===== src/design/spq_pkg.sv =====
`timescale 1ns / 1ps
// Shared types and constants for the sorted priority queue.
package spq_pkg;

    localparam int CAPACITY = 16;
    localparam int CNT_W    = $clog2(CAPACITY + 1);
    localparam int VAL_W    = 8;
    localparam int PRI_W    = 3;
    localparam int OCC_W    = 5;
    localparam int STAT_W   = 2;

    typedef enum logic [0:0] {
        SPQ_OP_PUSH = 1'b0,
        SPQ_OP_POP  = 1'b1
    } spq_op_t;

    typedef enum logic [STAT_W-1:0] {
        SPQ_ST_OK    = 2'd0,
        SPQ_ST_FULL  = 2'd1,
        SPQ_ST_EMPTY = 2'd2
    } spq_status_t;

    typedef struct packed {
        spq_op_t           opcode;
        logic [VAL_W-1:0]  item_value;
        logic [PRI_W-1:0]  item_priority;
    } spq_in_t;

    typedef struct packed {
        logic [VAL_W-1:0]  popped_value;
        logic [PRI_W-1:0]  popped_priority;
        spq_status_t       status;
        logic [OCC_W-1:0]  occupancy;
    } spq_out_t;

    // One stored entry of the queue.
    typedef struct packed {
        logic [VAL_W-1:0]  value;
        logic [PRI_W-1:0]  pri;
    } spq_entry_t;

    // Command broadcast to every cell; push and pop are already qualified
    // against full and empty.
    typedef struct packed {
        logic              push;
        logic              pop;
        logic [VAL_W-1:0]  value;
        logic [PRI_W-1:0]  pri;
    } spq_cmd_t;

endpackage


===== src/design/sorted_priority_queue.sv =====
`timescale 1ns / 1ps
// Top level of the sorted priority queue built from a chain of cells.
//
//  Channel  Direction  Handshake          Payload
//  s_       in         s_valid / s_ready  spq_in_t  (opcode, value, priority)
//  m_       out        m_valid / m_ready  spq_out_t (value, priority, status, occupancy)
//
// Every transfer on the input side is executed in the cycle it is accepted:
// all cells update in parallel, so one push or pop is taken per clock unless
// m_ready stalls; the result is registered in the cycle after its transfer.
// The input side is ready whenever the output register is empty or is being
// drained in the same cycle, so a stall on m_ready holds back at most one item.
// Reset (aresetn low, synchronous) empties the queue by clearing the occupied
// flags; stored entry data is not cleared.
module sorted_priority_queue (
    input  logic               aclk,
    input  logic               aresetn,
    input  logic               s_valid,
    output logic               s_ready,
    input  spq_pkg::spq_in_t   s_data,
    output logic               m_valid,
    input  logic               m_ready,
    output spq_pkg::spq_out_t  m_data
);

    logic                            accept;
    logic                            full;
    logic                            empty;
    spq_pkg::spq_cmd_t               cmd;
    logic [spq_pkg::CAPACITY-1:0]    valid_vec;
    logic [spq_pkg::CAPACITY-1:0]    go_vec;
    spq_pkg::spq_entry_t             cell_entry [spq_pkg::CAPACITY];
    spq_pkg::spq_entry_t             cell_tail  [spq_pkg::CAPACITY];
    spq_pkg::spq_entry_t             tail;

    logic [spq_pkg::CNT_W-1:0]       count_reg;
    logic [spq_pkg::CNT_W-1:0]       count_next;
    logic                            m_valid_reg;
    logic                            m_valid_next;
    spq_pkg::spq_out_t               m_data_reg;
    spq_pkg::spq_out_t               m_data_next;

    // The output register is the only buffer between the two sides.
    assign s_ready = !m_valid_reg || m_ready;
    assign accept  = s_valid && s_ready;

    // Occupied flags form a thermometer from the head, so the last and first
    // cells tell full and empty directly.
    assign full  = valid_vec[spq_pkg::CAPACITY-1];
    assign empty = !valid_vec[0];

    always_comb begin
        cmd.push  = accept && (s_data.opcode == spq_pkg::SPQ_OP_PUSH) && !full;
        cmd.pop   = accept && (s_data.opcode == spq_pkg::SPQ_OP_POP) && !empty;
        cmd.value = s_data.item_value;
        cmd.pri   = s_data.item_priority;
    end

    for (genvar i = 0; i < spq_pkg::CAPACITY; i++) begin : g_cell
        logic                prev_go;
        logic                prev_valid;
        spq_pkg::spq_entry_t prev_entry;
        logic                next_valid;

        if (i == 0) begin : g_head
            assign prev_go    = 1'b1;
            assign prev_valid = 1'b1;
            assign prev_entry = '0;
        end else begin : g_body
            assign prev_go    = go_vec[i-1];
            assign prev_valid = valid_vec[i-1];
            assign prev_entry = cell_entry[i-1];
        end

        if (i == spq_pkg::CAPACITY - 1) begin : g_last
            assign next_valid = 1'b0;
        end else begin : g_inner
            assign next_valid = valid_vec[i+1];
        end

        spq_cell u_cell (
            .aclk       (aclk),
            .aresetn    (aresetn),
            .cmd        (cmd),
            .prev_go    (prev_go),
            .prev_valid (prev_valid),
            .prev_entry (prev_entry),
            .next_valid (next_valid),
            .go         (go_vec[i]),
            .valid      (valid_vec[i]),
            .entry      (cell_entry[i]),
            .tail_entry (cell_tail[i])
        );
    end

    // Only the tail cell drives a nonzero tail entry, so an OR picks it.
    always_comb begin
        tail = '0;
        for (int i = 0; i < spq_pkg::CAPACITY; i++) begin
            tail = tail | cell_tail[i];
        end
    end

    always_comb begin
        count_next   = count_reg;
        m_valid_next = m_valid_reg;
        m_data_next  = m_data_reg;
        if (m_ready) begin
            m_valid_next = 1'b0;
        end
        if (accept) begin
            m_valid_next                = 1'b1;
            m_data_next.popped_value    = '0;
            m_data_next.popped_priority = '0;
            m_data_next.status          = spq_pkg::SPQ_ST_OK;
            if (s_data.opcode == spq_pkg::SPQ_OP_POP) begin
                if (empty) begin
                    m_data_next.status = spq_pkg::SPQ_ST_EMPTY;
                end else begin
                    m_data_next.popped_value    = tail.value;
                    m_data_next.popped_priority = tail.pri;
                    count_next = count_reg - spq_pkg::CNT_W'(1);
                end
            end else begin
                if (full) begin
                    m_data_next.status = spq_pkg::SPQ_ST_FULL;
                end else begin
                    count_next = count_reg + spq_pkg::CNT_W'(1);
                end
            end
            // Occupancy reports the count modulo 32.
            m_data_next.occupancy = spq_pkg::OCC_W'(32'(count_next));
        end
    end

    always_ff @(posedge aclk) begin
        if (!aresetn) begin
            count_reg   <= '0;
            m_valid_reg <= 1'b0;
        end else begin
            count_reg   <= count_next;
            m_valid_reg <= m_valid_next;
        end
    end

    always_ff @(posedge aclk) begin
        m_data_reg <= m_data_next;
    end

    assign m_valid = m_valid_reg;
    assign m_data  = m_data_reg;

`ifndef SYNTHESIS
    // The count register and the occupied flags describe the same fill level.
    a_count_matches_flags: assert property (@(posedge aclk) disable iff (!aresetn)
        $countones(valid_vec) == 32'(count_reg))
        else $error("entry count disagrees with occupied flags");

    // Occupied cells form one unbroken run starting at the head.
    a_flags_thermometer: assert property (@(posedge aclk) disable iff (!aresetn)
        $onehot0(valid_vec ^ (valid_vec >> 1)))
        else $error("occupied flags are not contiguous from the head");

    // A push that fits grows the queue by exactly one entry.
    a_push_grows: assert property (@(posedge aclk) disable iff (!aresetn)
        cmd.push |=> count_reg == $past(count_reg) + spq_pkg::CNT_W'(1))
        else $error("push did not add one entry");

    // A pop from an empty queue reports zero occupancy.
    a_empty_pop_zero: assert property (@(posedge aclk) disable iff (!aresetn)
        (m_valid_reg && m_data_reg.status == spq_pkg::SPQ_ST_EMPTY)
            |-> m_data_reg.occupancy == '0)
        else $error("empty pop reported nonzero occupancy");
`endif

endmodule


===== src/design/spq_cell.sv =====
`timescale 1ns / 1ps
// One slot of the sorted chain: holds an entry and its occupied flag.
module spq_cell (
    input  logic                 aclk,
    input  logic                 aresetn,
    input  spq_pkg::spq_cmd_t    cmd,
    input  logic                 prev_go,
    input  logic                 prev_valid,
    input  spq_pkg::spq_entry_t  prev_entry,
    input  logic                 next_valid,
    output logic                 go,
    output logic                 valid,
    output spq_pkg::spq_entry_t  entry,
    output spq_pkg::spq_entry_t  tail_entry
);

    logic                valid_reg;
    logic                valid_next;
    spq_pkg::spq_entry_t entry_reg;
    spq_pkg::spq_entry_t entry_next;
    spq_pkg::spq_entry_t new_entry;

    // The new item passes this slot when the slot holds a strictly higher
    // priority value; the chain is sorted, so these slots form a prefix.
    assign go = valid_reg && (cmd.pri < entry_reg.pri);

    always_comb begin
        new_entry.value = cmd.value;
        new_entry.pri   = cmd.pri;
        entry_next = entry_reg;
        valid_next = valid_reg;
        if (cmd.push) begin
            valid_next = prev_valid;
            if (!go) begin
                entry_next = prev_go ? new_entry : prev_entry;
            end
        end else if (cmd.pop) begin
            valid_next = next_valid;
        end
    end

    always_ff @(posedge aclk) begin
        if (!aresetn) begin
            valid_reg <= 1'b0;
        end else begin
            valid_reg <= valid_next;
        end
    end

    always_ff @(posedge aclk) begin
        entry_reg <= entry_next;
    end

    assign valid      = valid_reg;
    assign entry      = entry_reg;
    assign tail_entry = (valid_reg && !next_valid) ? entry_reg : '0;

endmodule

===== config.mk =====
export PLATFORM = sky130hd
export DESIGN_NAME = sorted_priority_queue
export DESIGN_NICKNAME = d
export VERILOG_FILES = /design/src/design/spq_pkg.sv /design/src/design/sorted_priority_queue.sv /design/src/design/spq_cell.sv
export SDC_FILE = /design/constraint.sdc
export NUM_CORES = 1
export LEC_CHECK = 0
export ABC_AREA = 1
export BUFFER_PORTS_ARGS = -buffer_cell sky130_fd_sc_hd__buf_2
export CAP_MARGIN = 30
export CORE_ASPECT_RATIO = 0.7
export CORE_MARGIN = 1.5
export CORE_UTILIZATION = 35
export DETAILED_ROUTE_END_ITERATION = 7
export SETUP_SLACK_MARGIN = 0.4
export SYNTH_ARGS = -nofsm -noshare
export SYNTH_HDL_FRONTEND = slang
export SYNTH_SLANG_ARGS = --single-unit

===== constraint.sdc =====
create_clock -name aclk -period 4 [get_ports aclk]
set_input_delay 0.4 -clock aclk [delete_from_list [all_inputs] [get_ports aclk]]
set_output_delay 0.4 -clock aclk [all_outputs]
set_load 0.02 [all_outputs]

==> reports/metrics.yaml, run 1 <==
clock_network:
  holdBufCountCts: 0
  cts_resized: 0
  cts_root_buffer: "clkbuf_16"
  cts_setup_buffers: 0
  clk_pin_slew_ns: 0.06
  cts_buffers: 23
  cts_tree: "yes"
  ctsHtreeMaxLevel: 1
  ctsLongestPathBuffers: 3
  clk-insertion-delay-late_ns: 0.53
  cts.sinks: 216
yosys:
  ys.flop_type: "edfxtp_1"
  syn_area_sq_mm: 0.0113
  ys_seq_area_frac: 0.556
  yosysWarnings: 0
  synth_nets: 1357
  synth_area_leaders: "edfxtp_1, nand2_1, o21ai_0"
  synth_edf_count: 194
  async_flop_share: 0
  yosys-top-cells-count: "nand2_1, edfxtp_1, o21ai_0"
  ys_ff_latch: 216
  synth.avg_cell_area_sq_um: 8.61
  synth.distinct_cells: 29
  syn_inst: 1309
  synth_top_area_cell: "edfxtp_1"
  yosysMostFrequentCell: "nand2_1"
  synth_top_area_frac: 0.517
layout:
  n_antenna_cell: 0
  multi_input_area_sq_mm: 0.00429
  drive_above_1_share: 0.0655
  syn2layout_area_growth_pct: 9.30
  largest_register_ffs: 176
  ff_latch_area_sq_mm: 0.00627
  final_nets: 1345
  nFillCells: 3138
critical_path:
  cp.arrival_ns: 2.90
  crit_type: "reg2reg"
  worst_setup_path_end_kind: "register"
  reg2reg_slack_ns: 1.28
  rr_endpoint: "g_cell[1].u_cell.entry[5]$_DFFE_PP_"
  crit_end: "g_cell[1].u_cell.entry[5]$_DFFE_PP_"
  cp.required_ns: 4.18
  worst-path-max-fanout: 28
  rr_worst_depth: 6
  cp-start-kind: "register"
  timing.rr.start: "g_cell[15].u_cell.valid$_SDFFE_PN0P_"
  startpoint: "g_cell[15].u_cell.valid$_SDFFE_PN0P_"
detailed_routing:
  ant_nets: 0
  wirelength_um: 37500
  remaining_drc_errors: 0
  dr.first_iter.drc_count: 1426
  routed-via-count: 9424
  detail_route.wl_per_cell_um: 21.7
  first_pass_iters: 5
  via_per_inst: 5.44
timing:
  final.min_clock_period_ns: 2.72
  fin_crit_sh: 0.680
  drv_slew: 0
  finalHoldViolations: 0
  fin_skew_ns: 0.0184
  finalSetupViolCount: 0
  maxSlewHeadroom: 0.368
  fmax_ghz: 0.368
  worst_pin_slew_ns: 0.947
  fin_setup_tns_ns: 0
  setup_ws_ns: 1.28
  rsz0062_at_grt: "no"
placement:
  port_buffers: 35
  gp_congestion: 0.965
  hpwlAfterDp_um: 26700
  post-place-ws_ns: 1.34
grt:
  grt_use_total: 0.227
  antenna_found_initial: 0
  grt_overflow_total: 0
  grt_pass1_vias: 8679
  grt_max_degree: 31
  grt_pass1_wl_um: 55300
floorplan:
  fp.dieW_um: 218
  rows: 54
  die_h_um: 153
  start_util: 0.359
  core-area_sq_mm: 0.0314
  dieArea_sq_mm: 0.0333
  ios: 36
outcome:
  status: "finished clean"
power:
  p_per_area_mw_per_mm2: 456
  ir_drop_mv: 0.201
  leakagePower_nw: 5.46
job:
  cap_violations: 0
worst_hold_path:
  hold_path_class: "in2reg"
kinds of logic after synthesis:
group / Yosys count / share of synthesized area
xor gates and xnor gates: 1 / 0.000777
buffers and inverters: 164 / 0.0641
DFF: 216 / 0.556
AOI/OAI and AO/OA: 220 / 0.0987
adders and majority gates: 32 / 0.0355
and+or+nand+nor: 676 / 0.245
layout make-up:
type	instances	area share
Sequential cell	216	0.508
Clock buffer	26	0.0476
Timing Repair Buffer	37	0.0154
Multi-Input combinational cell	929	0.348
Inverter	90	0.0276
Clock inverter	15	0.0105
Tap cell	420	0.0426
layer usage:
| layer | track usage | share of wire | wire (um) | vias to the layer above |
|---|---|---|---|---|
| met4 | 0.0532 | 0.024 | 887 | 0 |
| met3 | 0.0792 | 0.13 | 5050 | 58 |
| met5 | 0 | 0 | 0 | - |
| met1 | 0.344 | 0.45 | 16900 | 4419 |
| met2 | 0.303 | 0.39 | 14700 | 585 |
| li1 | - | - | - | 4362 |
worst min path at each step:
stage	slack, ns	cells after the start	from	endpoint
6_report	0.06	1	s_data[7]	g_cell[0].u_cell.entry[7]$_DFFE_PP_
3_3_place_gp	0.49	1	count_reg[0]$_SDFFE_PN0P_	count_reg[0]$_SDFFE_PN0P_
4_1_cts	0.05	1	s_data[7]	g_cell[0].u_cell.entry[7]$_DFFE_PP_
3_5_place_dp	0.51	1	count_reg[0]$_SDFFE_PN0P_	count_reg[0]$_SDFFE_PN0P_
5_1_grt	0.05	1	s_data[7]	g_cell[0].u_cell.entry[7]$_DFFE_PP_
2_1_floorplan	0.47	1	count_reg[0]$_SDFFE_PN0P_	count_reg[0]$_SDFFE_PN0P_
worst max-delay path, cell delays in order (launching register included):
cell and delay, ns:
dfxtp_1 0.60, nor2_2 0.21, buf_4 0.27, nand2_2 0.30
inv_4 0.49, nand2_1 0.12, inv_1 0.37
cell usage in the layout, fill, tap and decap left out, types with 22 or more instances in the layout:
| master | instances |
|---|---|
| o21ai_0 | 182 |
| buf_2 | 35 |
| dfxtp_1 | 22 |
| nand3_1 | 137 |
| inv_1 | 85 |
| clkbuf_16 | 23 |
| edfxtp_1 | 194 |
| a21oi_1 | 36 |
| nor2_1 | 97 |
| ha_1 | 32 |
| nand2_1 | 428 |
power breakdown:
part           switching [W]  internal, W  leakage (nW)
clock               0.000910      0.00119         0.355
sequential          0.000138      0.00264          2.00
combinational       0.000544     0.000201          3.10
per-stage QoR:
stage / hold WS (ns) / std cells / total power, W / utilization / instance area, sq um
3_3_place_gp: 0.490 / 1692 / 0.00354 / 0.369 / 11600
2_1_floorplan: 0.471 / 1309 / 0.00327 / - / 11300
6_report: 0.0627 / 1733 / 0.00562 / 0.392 / 12300
3_5_place_dp: 0.506 / 1692 / 0.00355 / 0.369 / 11600
5_1_grt: 0.0473 / 1733 / 0.00582 / 0.392 / 12300
4_1_cts: 0.0491 / 1733 / 0.00561 / 0.392 / 12300
Note: power is estimated with default switching activity, not from simulation.
==> run 2: changes to the inputs <==
Clock period 4 ns to 2.6 ns, I/O delays scaled along.
==> run 2 against run 1 <==
The run now ends with DRC left. Clock power grew 59%. Utilization grew 1.3 points. Combinational power grew 64%. Setup slack lost 0.70 ns. Clock-buffer cell count grew 8. Clock skew shrank 0.0026 ns. Final cell count grew 2.5%. Via count grew 2.3%. First-iteration DRC count grew 6.0%. Die area is the same. Global-route usage grew 0.35 points. Power grew 57%. Critical path type unchanged. Highest routed layer unchanged.
==> reports/metrics.yaml, run 2 (synthesis gave the netlist of run 1 again) <==
floorplan:
  ios: 36  # unchanged
  fp.dieW_um: 218  # unchanged
  dieArea_sq_mm: 0.0333  # unchanged
  start_util: 0.359  # unchanged
  die_h_um: 153  # unchanged
  rows: 54  # unchanged
  core-area_sq_mm: 0.0314  # unchanged
timing:
  fin_setup_tns_ns: 0  # unchanged
  finalSetupViolCount: 0  # unchanged
  worst_pin_slew_ns: 0.889  # -0.0584 ns
  final.min_clock_period_ns: 2.02  # -0.697 ns
  fin_skew_ns: 0.0158  # -0.00255 ns
  fmax_ghz: 0.494  # +34%
  rsz0062_at_grt: "no"
  drv_slew: 0  # unchanged
  fin_crit_sh: 0.779  # +0.0983
  maxSlewHeadroom: 0.407  # +0.0389
  finalHoldViolations: 0  # unchanged
  setup_ws_ns: 0.576  # -0.703 ns
clock_network:
  ctsLongestPathBuffers: 3  # unchanged
  cts_resized: 0  # unchanged
  ctsHtreeMaxLevel: 1  # unchanged
  cts_root_buffer: "clkbuf_16"
  cts_buffers: 24  # +4.3%
  clk_pin_slew_ns: 0.07  # about the same
  cts.sinks: 216  # unchanged
  cts_setup_buffers: 0  # unchanged
  clk-insertion-delay-late_ns: 0.54  # about the same
  cts_tree: "yes"
power:
  p_seq_frac: 0.484  # -0.011
  leakagePower_nw: 5.65  # +3.5%
  p_comb_frac: 0.138  # +0.006
  p_per_area_mw_per_mm2: 693  # +52%
  clockPowerShare: 0.378  # +0.005
  power.internal_w: 0.00633  # +57%
  switching_share: 0.283  # about the same
  netSwitchingPower_w: 0.00250  # +57%
  ir_drop_mv: 0.470  # +130%
layout:
  drive_above_1_share: 0.0885  # +0.0230
  ff_latch_area_sq_mm: 0.00627  # unchanged
  final_util: 0.405  # +0.0129
  nFillCells: 3131  # -0.22%
  syn2layout_area_growth_pct: 12.9
  layout_common_cells: "nand2_1, edfxtp_1, o21ai_0"
  n_antenna_cell: 0  # unchanged
  final_nets: 1386  # +3.0%
  largest_register_ffs: 176  # unchanged
  multi_input_area_sq_mm: 0.00429  # unchanged
  layout_commonest_cell: "nand2_1"
detailed_routing:
  via_per_inst: 5.43  # -0.16%
  detail_route.wl_per_cell_um: 21.5  # -0.73%
  dr.first_iter.drc_count: 1512  # +6.0%
  first_pass_iters: 8  # +3
  ant_nets: 0  # unchanged
  routed-via-count: 9642  # +2.3%
  remaining_drc_errors: 7  # +7
  wirelength_um: 38200  # +1.7%
grt:
  grt_pass1_wl_um: 56200  # +1.7%
  grt_overflow_total: 0  # unchanged
  grt_use_total: 0.230  # +0.00347
  grt_max_degree: 29  # -6.5%
  antenna_found_initial: 1  # +1
  grt_pass1_vias: 8814  # +1.6%
critical_path:
  crit_path_cell_trace: "inv_1 -> nand3_1 -> nand2_1 -> nor2_1 -> nand2_1 -> nor2_1 -> nor2_1"
  slowest_stage: "dfxtp_1"
  rr_endpoint: "m_data[7]$_SDFFCE_PN0P_"
  rr_worst_depth: 7  # +1
  timing.rr.start: "g_cell[7].u_cell.valid$_SDFFE_PN0P_"
  cp.arrival_ns: 2.30  # -0.60 ns
  cp.required_ns: 2.88  # -1.30 ns
  cp-start-kind: "register"
  worst-path-max-fanout: 12  # -57%
  crit_path_frequent_cell: "nor2_1"
  reg2reg_slack_ns: 0.58  # -0.70 ns
  crit_type: "reg2reg"
  startpoint: "g_cell[7].u_cell.valid$_SDFFE_PN0P_"
  cpPeakStageDelay_ns: 0.59  # about the same
  worst_setup_path_end_kind: "register"
placement:
  post-place-ws_ns: 0.434  # -0.908 ns
  gp_congestion: 0.975  # +1.0%
  port_buffers: 35  # unchanged
  hpwlAfterDp_um: 27500  # +3.0%
outcome:
  violations: "DRC"
  status: "finished with violations"
worst_hold_path:
  hold_start: "m_ready"
  hold_path_class: "in2reg"
  min_to: "m_valid$_SDFFE_PN0P_"
  hold_path_depth: 4  # +3
job:
  cap_violations: 0  # unchanged
[run 2: cell count changes in the layout (fill, tap and decap cells not counted)]
| cell | before | now |
|---|---|---|
| buf_4 | 2 | 30 |
| clkinv_1 | 5 | 1 |
| bufinv_16 | 2 | 1 |
| inv_8 | 1 | 0 |
| clkbuf_16 | 23 | 25 |
| clkinvlp_4 | 1 | 5 |
| clkinv_4 | 0 | 1 |
| buf_12 | 0 | 3 |
| dlygate4sd3_1 | 0 | 9 |
| inv_1 | 85 | 84 |
| clkinv_2 | 7 | 4 |
| clkbuf_1 | 3 | 8 |
| clkbuf_8 | 0 | 1 |
[run 2: worst max-delay path, delay by kind of cell (launching register included)]
kind                   cells  cell delay (ns)
flip-flops                 1             0.59
AND/OR/NAND/NOR            6             0.85
buffers and inverters      1             0.33
[run 2: power by group through the flow]
stage | Sequential (W) | Combinational (W) | Clock, W
6_report | 0.00427 | 0.00122 | 0.00334
3_5_place_dp | 0.00433 | 0.00118 | 0
5_1_grt | 0.00429 | 0.00136 | 0.00349
3_3_place_gp | 0.00433 | 0.00116 | 0
4_1_cts | 0.00426 | 0.00120 | 0.00337
2_1_floorplan | 0.00424 | 0.000791 | 0
[run 2: per-layer routing]
metal / track usage / up-vias / part of all wire
li1: - / 4448 / -
met1: 0.359 / 4594 / 0.46
met2: 0.310 / 556 / 0.39
met3: 0.0720 / 44 / 0.13
met4: 0.0374 / 0 / 0.015
met5: 0 / - / 0
[run 2: how the worst max path moves through the flow]
stage                                            to  slack, ns  cells after the start
3_3_place_gp    g_cell[2].u_cell.entry[3]$_DFFE_PP_       0.46                      8
2_1_floorplan   g_cell[0].u_cell.entry[0]$_DFFE_PP_       0.60                      8
5_1_grt        g_cell[10].u_cell.entry[8]$_DFFE_PP_       0.44                      7
6_report                    m_data[7]$_SDFFCE_PN0P_       0.58                      7
4_1_cts        g_cell[13].u_cell.entry[2]$_DFFE_PP_       0.62                      7
3_5_place_dp    g_cell[2].u_cell.entry[7]$_DFFE_PP_       0.43                      8
[run 2: stage by stage]
step | std cells | cell area, sq um | hold WS [ns] | total power [W]
final | 1776 | 12700 | 0.0190 | 0.00883
after global routing | 1776 | 12700 | 0.0352 | 0.00914
after CTS | 1776 | 12700 | 0.00882 | 0.00882
after detailed placement | 1723 | 11900 | 0.454 | 0.00551
after global placement | 1723 | 11900 | 0.453 | 0.00549
after floorplan | 1309 | 11300 | 0.359 | 0.00503
[run 2: cell type report]
class	count	share of cell area
Clock buffer	34	0.0526
Clock inverter	10	0.00698
Inverter	90	0.0270
Multi-Input combinational cell	929	0.337
Sequential cell	216	0.492
Tap cell	420	0.0413
Timing Repair Buffer	77	0.0432
[run 2: what timing repair did]
item	CTS	global route
hold endpoints to repair	9	0
endpoints found under the setup margin	0	0
hold buffers	9	0
